## src/hdl/rpm_pkg.sv

```systemverilog
`timescale 1ns / 1ps
`default_nettype none

package rpm_pkg;

    // Fixed field widths of the sample and result items.
    localparam int SAMPLE_WIDTH  = 16;
    localparam int WINDOW_WIDTH  = 13;
    localparam int RMS_WIDTH     = 16;
    localparam int POWER_WIDTH   = 32;
    // The mean of a square always fits in this many bits.
    localparam int SQRT_IN_WIDTH = 32;

    localparam logic [WINDOW_WIDTH-1:0] WINDOW_RESET = 13'd256;

    typedef struct packed {
        logic signed [SAMPLE_WIDTH-1:0] voltage_sample;
        logic signed [SAMPLE_WIDTH-1:0] current_sample;
    } in_item_t;

    typedef struct packed {
        logic [RMS_WIDTH-1:0]          voltage_rms;
        logic [RMS_WIDTH-1:0]          current_rms;
        logic signed [POWER_WIDTH-1:0] real_power;
    } out_item_t;

    typedef enum logic {
        UOP_DIV,
        UOP_SQRT
    } unit_op_t;

    typedef struct packed {
        logic     start;
        unit_op_t op;
    } unit_ctl_t;

endpackage

`default_nettype wire

```

## src/hdl/rpm_seq_unit.sv

```systemverilog
`timescale 1ns / 1ps
`default_nettype none

// Shared bit-serial unit: restoring division of a sum by the sample count,
// or integer square root of a 32-bit mean. One subtract-and-compare per cycle.
module rpm_seq_unit #(
    parameter int SUM_W = 45,
    parameter int CNT_W = 13
) (
    input  wire                   clk,
    input  wire                   rst_n,
    input  rpm_pkg::unit_ctl_t    ctl,
    input  wire [SUM_W-1:0]       operand,
    input  wire [CNT_W-1:0]       divisor,
    output logic                  done,
    output logic [SUM_W-1:0]      result
);
    import rpm_pkg::*;

    localparam int RW     = (CNT_W + 1 > RMS_WIDTH + 2) ? CNT_W + 1 : RMS_WIDTH + 2;
    localparam int STEP_W = $clog2(SUM_W + 1);

    logic                 busy_reg;
    logic                 done_reg;
    logic [STEP_W-1:0]    step_reg;
    unit_op_t             op_reg;
    logic [SUM_W-1:0]     a_reg;
    logic [RW-1:0]        rem_reg;
    logic [RMS_WIDTH-1:0] root_reg;
    logic [CNT_W-1:0]     div_reg;

    logic [RW-1:0]        rem_sh;
    logic [RW-1:0]        trial;
    logic [RW:0]          diff;
    logic                 ge;

    // The single subtractor serves both operations.
    always_comb
    begin
        if (op_reg == UOP_DIV)
        begin
            rem_sh = {rem_reg[RW-2:0], a_reg[SUM_W-1]};
            trial  = RW'(div_reg);
        end
        else
        begin
            rem_sh = {rem_reg[RW-3:0], a_reg[SUM_W-1 -: 2]};
            trial  = RW'({root_reg, 2'b01});
        end
        diff = {1'b0, rem_sh} - {1'b0, trial};
        ge   = ~diff[RW];
    end

    always_ff @(posedge clk or negedge rst_n)
    begin
        if (!rst_n)
        begin
            busy_reg <= 1'b0;
            done_reg <= 1'b0;
            step_reg <= '0;
        end
        else
        begin
            done_reg <= 1'b0;
            if (ctl.start)
            begin
                busy_reg <= 1'b1;
                step_reg <= (ctl.op == UOP_DIV) ? STEP_W'(SUM_W) : STEP_W'(RMS_WIDTH);
            end
            else if (busy_reg)
            begin
                step_reg <= step_reg - STEP_W'(1);
                if (step_reg == STEP_W'(1))
                begin
                    busy_reg <= 1'b0;
                    done_reg <= 1'b1;
                end
            end
        end
    end

    always_ff @(posedge clk)
    begin
        if (ctl.start)
        begin
            op_reg   <= ctl.op;
            div_reg  <= divisor;
            rem_reg  <= '0;
            root_reg <= '0;
            if (ctl.op == UOP_DIV)
                a_reg <= operand;
            else
                a_reg <= {operand[SQRT_IN_WIDTH-1:0], {(SUM_W-SQRT_IN_WIDTH){1'b0}}};
        end
        else if (busy_reg)
        begin
            rem_reg <= ge ? diff[RW-1:0] : rem_sh;
            if (op_reg == UOP_DIV)
                a_reg <= {a_reg[SUM_W-2:0], ge};
            else
            begin
                a_reg    <= {a_reg[SUM_W-3:0], 2'b00};
                root_reg <= {root_reg[RMS_WIDTH-2:0], ge};
            end
        end
    end

    assign done   = done_reg;
    assign result = (op_reg == UOP_DIV) ? a_reg : SUM_W'(root_reg);

endmodule

`default_nettype wire

```

## src/hdl/rms_and_real_power_meter.sv

```systemverilog
`timescale 1ns / 1ps
`default_nettype none

// An item that does not close the window steps through ST_MUL_V, ST_MUL_C, ST_MUL_P, ST_ACC
// and ST_CHECK, and in_ready returns then; an item that closes the window then runs three
// divides and two square roots on the shared bit-serial unit; SUM_W = 32+clog2(MAX_WINDOW+1).
// No new item is taken until the last is done; one 16x16 multiplier is used three times.
// Reset (rst_n, asynchronous, active low) clears the sums, the count and the output valid,
// and sets the window length to 256.
module rms_and_real_power_meter #(
    parameter int MAX_WINDOW = 4096
) (
    input  wire                                 clk,
    input  wire                                 rst_n,
    input  wire                                 in_valid,
    output logic                                in_ready,
    input  rpm_pkg::in_item_t                   in_data,
    output logic                                out_valid,
    input  wire                                 out_ready,
    output rpm_pkg::out_item_t                  out_data,
    input  wire                                 cfg_wr_en,
    input  wire [rpm_pkg::WINDOW_WIDTH-1:0]     cfg_wr_data
);
    import rpm_pkg::*;

    // The count never exceeds MAX_WINDOW; the sums hold MAX_WINDOW products exactly.
    localparam int CNT_W = $clog2(MAX_WINDOW + 1);
    localparam int SUM_W = 2 * SAMPLE_WIDTH + CNT_W;

    typedef enum logic [3:0] {
        ST_IDLE,
        ST_MUL_V,
        ST_MUL_C,
        ST_MUL_P,
        ST_ACC,
        ST_CHECK,
        ST_DIV_V,
        ST_SQRT_V,
        ST_DIV_C,
        ST_SQRT_C,
        ST_DIV_P,
        ST_FINISH
    } state_t;

    state_t                          state_reg, state_next;
    logic [WINDOW_WIDTH-1:0]         window_reg, window_next;
    logic signed [SAMPLE_WIDTH-1:0]  v_reg, v_next;
    logic signed [SAMPLE_WIDTH-1:0]  c_reg, c_next;
    logic signed [2*SAMPLE_WIDTH-1:0] prod_reg, prod_next;
    logic [SUM_W-1:0]                vsq_reg, vsq_next;
    logic [SUM_W-1:0]                csq_reg, csq_next;
    logic [SUM_W-1:0]                psum_reg, psum_next;
    logic [CNT_W-1:0]                count_reg, count_next;
    unit_ctl_t                       ctl_reg, ctl_next;
    logic [SUM_W-1:0]                opnd_reg, opnd_next;
    logic                            neg_reg, neg_next;
    logic [RMS_WIDTH-1:0]            vrms_reg, vrms_next;
    logic [RMS_WIDTH-1:0]            crms_reg, crms_next;
    logic signed [POWER_WIDTH-1:0]   pwr_reg, pwr_next;
    logic                            out_valid_reg, out_valid_next;
    out_item_t                       out_data_reg, out_data_next;

    logic signed [SAMPLE_WIDTH-1:0]   mul_a;
    logic signed [SAMPLE_WIDTH-1:0]   mul_b;
    logic signed [2*SAMPLE_WIDTH-1:0] product;
    logic [SUM_W-1:0]                 acc_base;
    logic [SUM_W-1:0]                 acc_sum;
    logic [31:0]                      win32;
    logic [31:0]                      eff32;
    logic                             unit_done;
    logic [SUM_W-1:0]                 unit_result;
    logic [SUM_W-1:0]                 quotient;

    rpm_seq_unit #(
        .SUM_W (SUM_W),
        .CNT_W (CNT_W)
    ) u_unit (
        .clk     (clk),
        .rst_n   (rst_n),
        .ctl     (ctl_reg),
        .operand (opnd_reg),
        .divisor (count_reg),
        .done    (unit_done),
        .result  (unit_result)
    );

    // One multiplier forms v*v, c*c and v*c in turn; its product is registered
    // and added into the matching sum by a single accumulator adder in the next cycle.
    always_comb
    begin
        mul_a   = (state_reg == ST_MUL_C) ? c_reg : v_reg;
        mul_b   = (state_reg == ST_MUL_V) ? v_reg : c_reg;
        product = mul_a * mul_b;

        case (state_reg)
            ST_MUL_C: acc_base = vsq_reg;
            ST_MUL_P: acc_base = csq_reg;
            default:  acc_base = psum_reg;
        endcase
        acc_sum = acc_base + {{(SUM_W-2*SAMPLE_WIDTH){prod_reg[2*SAMPLE_WIDTH-1]}}, prod_reg};

        // A window of zero acts as one, and a window beyond MAX_WINDOW is clamped.
        win32 = 32'(window_reg);
        if (win32 == 32'd0)
            eff32 = 32'd1;
        else if (win32 > 32'(MAX_WINDOW))
            eff32 = 32'(MAX_WINDOW);
        else
            eff32 = win32;

        // Power is divided as a magnitude, then the sign is put back (truncation toward zero).
        quotient = neg_reg ? (SUM_W'(0) - unit_result) : unit_result;
    end

    always_comb
    begin
        state_next     = state_reg;
        window_next    = window_reg;
        v_next         = v_reg;
        c_next         = c_reg;
        prod_next      = prod_reg;
        vsq_next       = vsq_reg;
        csq_next       = csq_reg;
        psum_next      = psum_reg;
        count_next     = count_reg;
        ctl_next       = '{start: 1'b0, op: ctl_reg.op};
        opnd_next      = opnd_reg;
        neg_next       = neg_reg;
        vrms_next      = vrms_reg;
        crms_next      = crms_reg;
        pwr_next       = pwr_reg;
        out_valid_next = out_valid_reg && !out_ready;
        out_data_next  = out_data_reg;

        if (cfg_wr_en)
            window_next = cfg_wr_data;

        case (state_reg)
            ST_IDLE:
            begin
                if (in_valid)
                begin
                    v_next     = in_data.voltage_sample;
                    c_next     = in_data.current_sample;
                    state_next = ST_MUL_V;
                end
            end
            ST_MUL_V:
            begin
                prod_next  = product;
                state_next = ST_MUL_C;
            end
            ST_MUL_C:
            begin
                vsq_next   = acc_sum;
                prod_next  = product;
                state_next = ST_MUL_P;
            end
            ST_MUL_P:
            begin
                csq_next   = acc_sum;
                prod_next  = product;
                state_next = ST_ACC;
            end
            ST_ACC:
            begin
                psum_next  = acc_sum;
                count_next = count_reg + CNT_W'(1);
                state_next = ST_CHECK;
            end
            ST_CHECK:
            begin
                // The window closes once the count reaches the effective length, also when
                // a shorter length was written while the count was already past it.
                if (32'(count_reg) >= eff32)
                begin
                    opnd_next  = vsq_reg;
                    ctl_next   = '{start: 1'b1, op: UOP_DIV};
                    state_next = ST_DIV_V;
                end
                else
                    state_next = ST_IDLE;
            end
            ST_DIV_V:
            begin
                if (unit_done)
                begin
                    opnd_next  = SUM_W'(unit_result[SQRT_IN_WIDTH-1:0]);
                    ctl_next   = '{start: 1'b1, op: UOP_SQRT};
                    state_next = ST_SQRT_V;
                end
            end
            ST_SQRT_V:
            begin
                if (unit_done)
                begin
                    vrms_next  = unit_result[RMS_WIDTH-1:0];
                    opnd_next  = csq_reg;
                    ctl_next   = '{start: 1'b1, op: UOP_DIV};
                    state_next = ST_DIV_C;
                end
            end
            ST_DIV_C:
            begin
                if (unit_done)
                begin
                    opnd_next  = SUM_W'(unit_result[SQRT_IN_WIDTH-1:0]);
                    ctl_next   = '{start: 1'b1, op: UOP_SQRT};
                    state_next = ST_SQRT_C;
                end
            end
            ST_SQRT_C:
            begin
                if (unit_done)
                begin
                    crms_next  = unit_result[RMS_WIDTH-1:0];
                    neg_next   = psum_reg[SUM_W-1];
                    opnd_next  = psum_reg[SUM_W-1] ? (SUM_W'(0) - psum_reg) : psum_reg;
                    ctl_next   = '{start: 1'b1, op: UOP_DIV};
                    state_next = ST_DIV_P;
                end
            end
            ST_DIV_P:
            begin
                if (unit_done)
                begin
                    pwr_next   = quotient[POWER_WIDTH-1:0];
                    state_next = ST_FINISH;
                end
            end
            ST_FINISH:
            begin
                // Wait here only while an earlier result item is still untaken.
                if (!out_valid_reg || out_ready)
                begin
                    out_data_next.voltage_rms = vrms_reg;
                    out_data_next.current_rms = crms_reg;
                    out_data_next.real_power  = pwr_reg;
                    out_valid_next = 1'b1;
                    vsq_next       = '0;
                    csq_next       = '0;
                    psum_next      = '0;
                    count_next     = '0;
                    state_next     = ST_IDLE;
                end
            end
            default:
            begin
                state_next = ST_IDLE;
            end
        endcase
    end

    always_ff @(posedge clk or negedge rst_n)
    begin
        if (!rst_n)
        begin
            state_reg     <= ST_IDLE;
            window_reg    <= WINDOW_RESET;
            v_reg         <= '0;
            c_reg         <= '0;
            prod_reg      <= '0;
            vsq_reg       <= '0;
            csq_reg       <= '0;
            psum_reg      <= '0;
            count_reg     <= '0;
            ctl_reg       <= '{start: 1'b0, op: UOP_DIV};
            opnd_reg      <= '0;
            neg_reg       <= 1'b0;
            vrms_reg      <= '0;
            crms_reg      <= '0;
            pwr_reg       <= '0;
            out_valid_reg <= 1'b0;
            out_data_reg  <= '0;
        end
        else
        begin
            state_reg     <= state_next;
            window_reg    <= window_next;
            v_reg         <= v_next;
            c_reg         <= c_next;
            prod_reg      <= prod_next;
            vsq_reg       <= vsq_next;
            csq_reg       <= csq_next;
            psum_reg      <= psum_next;
            count_reg     <= count_next;
            ctl_reg       <= ctl_next;
            opnd_reg      <= opnd_next;
            neg_reg       <= neg_next;
            vrms_reg      <= vrms_next;
            crms_reg      <= crms_next;
            pwr_reg       <= pwr_next;
            out_valid_reg <= out_valid_next;
            out_data_reg  <= out_data_next;
        end
    end

    // The output register lets a new item enter while a result item waits.
    assign in_ready  = (state_reg == ST_IDLE);
    assign out_valid = out_valid_reg;
    assign out_data  = out_data_reg;

endmodule

`default_nettype wire
```

## config.mk

```make
export PLATFORM = sky130hd
export DESIGN_NAME = rms_and_real_power_meter
export DESIGN_NICKNAME = d
export VERILOG_FILES = /design/src/hdl/rpm_pkg.sv /design/src/hdl/rpm_seq_unit.sv /design/src/hdl/rms_and_real_power_meter.sv
export SDC_FILE = /design/constraint.sdc
export NUM_CORES = 2
export LEC_CHECK = 0
export BUFFER_PORTS_ARGS = -buffer_cell sky130_fd_sc_hd__buf_2
export CAP_MARGIN = 20
export CORE_MARGIN = 3
export CORE_UTILIZATION = 55
export DETAILED_ROUTE_END_ITERATION = 12
export PLACE_DENSITY = 0.79
export SETUP_SLACK_MARGIN = 0.5
export SLEW_MARGIN = 30
export SYNTH_ARGS = -nofsm -noshare
export SYNTH_HDL_FRONTEND = slang
export SYNTH_SLANG_ARGS = --single-unit
```

## constraint.sdc

```tcl
create_clock -name clk -period 10 [get_ports clk]
set_input_delay 3 -clock clk [delete_from_list [all_inputs] [get_ports clk]]
set_output_delay 3 -clock clk [all_outputs]
set_load 0.005 [all_outputs]
```

## Yosys cells after proc, flatten, opt, wreduce, memory -nomap -nowiden

Index checks and enable logic that the tools add are counted.

- Register bits: 506
- Input port bits: 50
- Output and inout bits: 66
- Logic and storage cells: 137

- $add $sub $neg: 6
- Multiply operators: 1
- $lt $le $gt $ge: 2
- Equality and inequality tests: 22
- Multiplexer cells: 50
- Bitwise logic cells: 1
- Reductions and logical operators: 27

Operator list:

| cell | number |
|---|---|
| $mux 45 | 10 |
| $pmux 45 s2 | 4 |
| $pmux 45 s4 | 1 |
| $mux 32 | 2 |
| $pmux 4 s12 | 1 |
| $add 45x45->45 | 1 |
| $sub 1x45->45 const A | 1 |
| $mux 13 | 3 |
| $mux 18 | 2 |
| $ge 13x32->1 | 1 |
| $mul 16x16->32 | 1 |
| $mux 16 | 2 |
| $sub 1x32->32 const A | 1 |
| $mux 4 | 7 |
| $pmux 13 s2 | 1 |
| $sub 18x18->19 | 1 |
| $mux 6 | 3 |
| $reduce_and 2->1 | 9 |
| $mux 17 | 1 |
| $eq 4x3->1 const B | 4 |
| $eq 4x4->1 const B | 4 |
| $ne 2x1->1 const B | 7 |
| $add 13x1->13 const B | 1 |
| $gt 13x13->1 const B | 1 |
| 23 further kinds | 40 |

## Logic depth before layout (Yosys ltp)

- Word-level depth: 6
- Gate-level depth with buffers: 32
- Gate-level depth less buffers: 29

## Hierarchy

Synthesis repeated with hierarchy kept, for this count alone.

- Cell total of the unflattened synthesis: 4170
- Area, all modules: 37761.2 sq um

Modules (own cells, without submodules):

| module | times used | cells an instance | area each (sq um) | sequential area each (sq um) |
|---|---|---|---|---|
| rms_and_real_power_meter | 1 | 3535 | 31604.1 | 10161.0 |
| rpm_seq_unit | 1 | 635 | 6157.2 | 2632.5 |

## Least setup slack after synthesis

OpenSTA, ideal clock, no wires.

- Path kind: reg2reg
- From: register state_reg[0]
- To: register prod_reg[29]
- Setup time: 125 ps
- Data arrival time: 7845 ps
- Required time: 9875 ps
- Path slack: 2031 ps
- Stages on the path, launching flop included: 29
- Buffers on the path: 4
- Period minus slack after synthesis: 7969 ps
- Cells stage by stage: dfrtp_1 > clkbuf_1 > nand2_1 > nor3_1 > buf_1 > clkbuf_1 > mux2i_1 > clkbuf_1 > nor2_1 > fa_1 > inv_1 > fa_1 > fa_1 > inv_1 > fa_1 > fa_1 > inv_1 > fa_1 > inv_1 > ha_1 > and3_1 > a221oi_1 > o21ai_0 > a31o_2 > a21o_1 > a2111oi_0 > nor2_1 > xor2_1 > mux2_2

- Longest elaborated chain between the ends: 3
- Elaborated cells between the ends (all ways): 7
- Classes of those cells: mul (1); eq/ne (3); mux (2); reduce/logical (1)

RTL lines:

| element | line | RTL |
|---|---|---|
| start, declared | rms_and_real_power_meter.sv:45 | `state_t state_reg, state_next;` |
| start signal, assigned | rms_and_real_power_meter.sv:278 | `state_reg <= state_next;` |
| $eq 4x2->1 or $eq 4x1->1 (tied branches) | rms_and_real_power_meter.sv:91, rms_and_real_power_meter.sv:138, rms_and_real_power_meter.sv:92 |  |
| $mux 16, on equally long branches | rms_and_real_power_meter.sv:91, rms_and_real_power_meter.sv:92 |  |
| $mul 16x16->32 | rms_and_real_power_meter.sv:93 | `product = mul_a * mul_b;` |
| end signal, assigned | rms_and_real_power_meter.sv:282 | `prod_reg <= prod_next;` |
| end, declared | rms_and_real_power_meter.sv:49 | `logic signed [2*SAMPLE_WIDTH-1:0] prod_reg, prod_next;` |

Parallel ways exist; a longest one is shown, timed or not.
A chain may end at the register's enable or synchronous reset.

## Final worst setup path

- From: register state_reg[3]
- To: register prod_reg[29]

Same word-level chain as after synthesis.

==> impl_results.md <==
* Clk sink count at 506
* Gr ovfl total at 0
* Via Count at 30600
* Asr flop ratio synth at 0.818
* CTS tree: built
* Fmax at 115 MHz
* Max Clock Skew at 0.0256 ns
* GPL Wtd Cong at 0.957
* Total I/O pin count at 116
* Final Hold Fails at 0
* CTS root buffer: clkbuf_16
* Placeable Area at 67800 um^2
* Die Y at 268 um
* Hold WC Path Type: reg2reg
* H-tree depth at 2
* Initial antenna violation count at 0
* MaxCap Viol Count at 0
* Total global-route track usage at 0.280
* First-pass DRT Iterations at 6
* Dpl cell area at 39300 um^2
* Pin count of the biggest net entering global routing at 168
* Main synth FF type: dfrtp_1
* Buffer count from post-CTS setup fixing at 0
* Post-synth EDFFs at 59
* Post-Syn Area at 37900 um^2
* Vias in the first global route at 29700
* Required @ worst endpoint at 10.49 ns
* Final TNS setup at 0 ns
* # diodes at 0
* Met1 GRT Util at 0.387
* Final core occ at 0.608
* Drt total wl at 101 mm
* GR Util met3 at 0.0395
* Period utilization at 0.868
* # port buffers at 115
* Met2 GRT Util at 0.447
* Placed insts at 4984
* Post_cts resized at 0
* Outcome: complete, no violations
* Worst EP arrival at 9.16 ns
* Setup violators final at 0
* Row count at 95
* Die Wd at 268 um
* # hold bufs at CTS at 0
* Avg Cell Area, Syn at 9.11 um^2
* # DRC at 0
* Relative slew slack at 0.282
* Number of register bits inferred by synthesis at 506
* Die area at 72100 um^2
* Cells after synthesis at 4158
* Antenna Violating Nets Remaining at 0
* DRT iter0 DRCs at 3239
* Library cells used by synthesis at 80
* Crit-path max FO at 29
* First-pass GRT wire length at 161 mm
* WL/cell at 19.8 um
* Critical path type: reg2reg
* Nets at 4644
* Most common cell after layout, fill and taps aside: nand2_1
* Share of cells above drive strength 1 at 0.104
* Gr busiest metal: met2
* Final cell count without fillers at 5084
* Syn nets at 4634
* CTS buffer count at 54
* CP endpoint kind: flop
* Worst skew pair latency at 0.62 ns
* Final min period at 8.68 ns
* Initial Utilization at 0.559
* RSZ-0062 raised after global routing: false
* Detailed Place HPWL at 74.0 mm
* CP startpoint kind: flop
* Fin area at 41200 um^2
* Reg clk slew, reported paths at 0.06 ns
* Max-slew violations at 0
* Tightest Pin Transition at 1.08 ns
* Maximum clock path buffer count at 3
* Post-synthesis sequential area ratio at 0.338
* Layout area overhead at 8.75%
* Synthesis warning total at 0
* DR vias/cell at 6.02
* Largest register FFs at 64
* Leading cell types in the layout, fill and taps excluded: nand2_1 (737), dfrtp_1 (409), inv_1 (354)
critical path: stages, from the launching register on:
cell	delay (ns)
dfrtp_1	0.50
nor2_1	0.40
nand2_2	0.13
nor2_4	0.75
mux2i_1	0.77
nor2_1	0.15
fa_1	0.55
inv_1	0.05
fa_1	0.47
inv_1	0.05
fa_1	0.50
fa_1	0.54
fa_1	0.56
inv_1	0.06
fa_1	0.53
inv_1	0.04
ha_1	0.33
and3_1	0.20
a221oi_1	0.25
o21ai_0	0.10
a31o_2	0.25
a21o_1	0.24
a2111oi_0	0.54
nor2_1	0.11
xor2_1	0.16
mux2_2	0.26
layer usage:
metal	routed length [um]	vias to the layer above
met2	47100	1265
met1	41300	14900
li1	-	14200
met3	7870	232
met5	0	-
met4	4510	0
final timing paths:
check                                  start      endpoint  slack [ns]  depth (start not counted)
worst max-delay path            state_reg[3]  prod_reg[29]        1.32                         25
worst min-delay path             out_data[6]   out_data[6]        0.47                          2
worst max register to register  state_reg[3]  prod_reg[29]        1.32                         25
worst min register to register   out_data[6]   out_data[6]        0.47                          2
max in group asynchronous              rst_n     c_reg[14]        6.13                          3
min in group asynchronous              rst_n  out_data[30]        2.41                          1
logic make-up (layout without fill, tap and decap cells):
| family | Yosys count | count (layout) | synth area share |
|---|---|---|---|
| AO/OA/AOI/OAI | 866 | 866 | 0.145 |
| XOR/XNOR | 152 | 152 | 0.0351 |
| adder cells (fa/ha/maj) | 426 | 426 | 0.193 |
| buffers and inverters | 569 | 622 | 0.0567 |
| flip-flops | 506 | 506 | 0.338 |
| multiplexers | 282 | 282 | 0.0787 |
| AND/OR/NAND/NOR | 1357 | 1357 | 0.154 |
stage by stage:
stage          worst slack [ns]  hold WS [ns]
6_report                   1.32         0.465
5_1_grt                   0.717         0.485
4_1_cts                    1.35         0.467
3_5_place_dp               1.45         0.450
3_3_place_gp               1.60         0.433
2_1_floorplan              2.03         0.421
cell type report:
cell class	instances	area, um^2
clock buffer	69	1510
clock inverter	30	333
fill	5610	26600
inverter	356	1340
multi-input combinational	3083	23100
sequential	506	12800
tap	873	1090
timing repair buffer	167	1040
synthesized netlist by cell type (all sizes together), types with 13 or more instances:
cell / count / area, um^2
nand2: 740 / 2780
dfrtp: 413 / 10300
inv: 354 / 1330
nor2: 315 / 1180
fa: 264 / 5290
o21ai: 253 / 1270
a21oi: 234 / 1170
clkbuf: 184 / 691
ha: 162 / 2030
mux2i: 156 / 1560
mux2: 126 / 1420
o31ai: 87 / 681
xnor2: 84 / 736
xor2: 68 / 596
edfxtp: 59 / 1770
nor3: 53 / 265
nor2b: 52 / 325
a211oi: 48 / 360
a21o: 45 / 338
nand2b: 40 / 250
dfxtp: 33 / 661
buf: 29 / 123
nand3: 29 / 145
a221oi: 26 / 228
nand4: 22 / 138
or3: 22 / 148
o211ai: 18 / 135
a222oi: 17 / 170
and3: 17 / 106
nor4: 17 / 106
o21bai: 17 / 128
a22o: 15 / 133
or4: 13 / 110
Power is not shown: default switching activity piles up to over one toggle a cycle in this logic, so the estimate is an artifact.
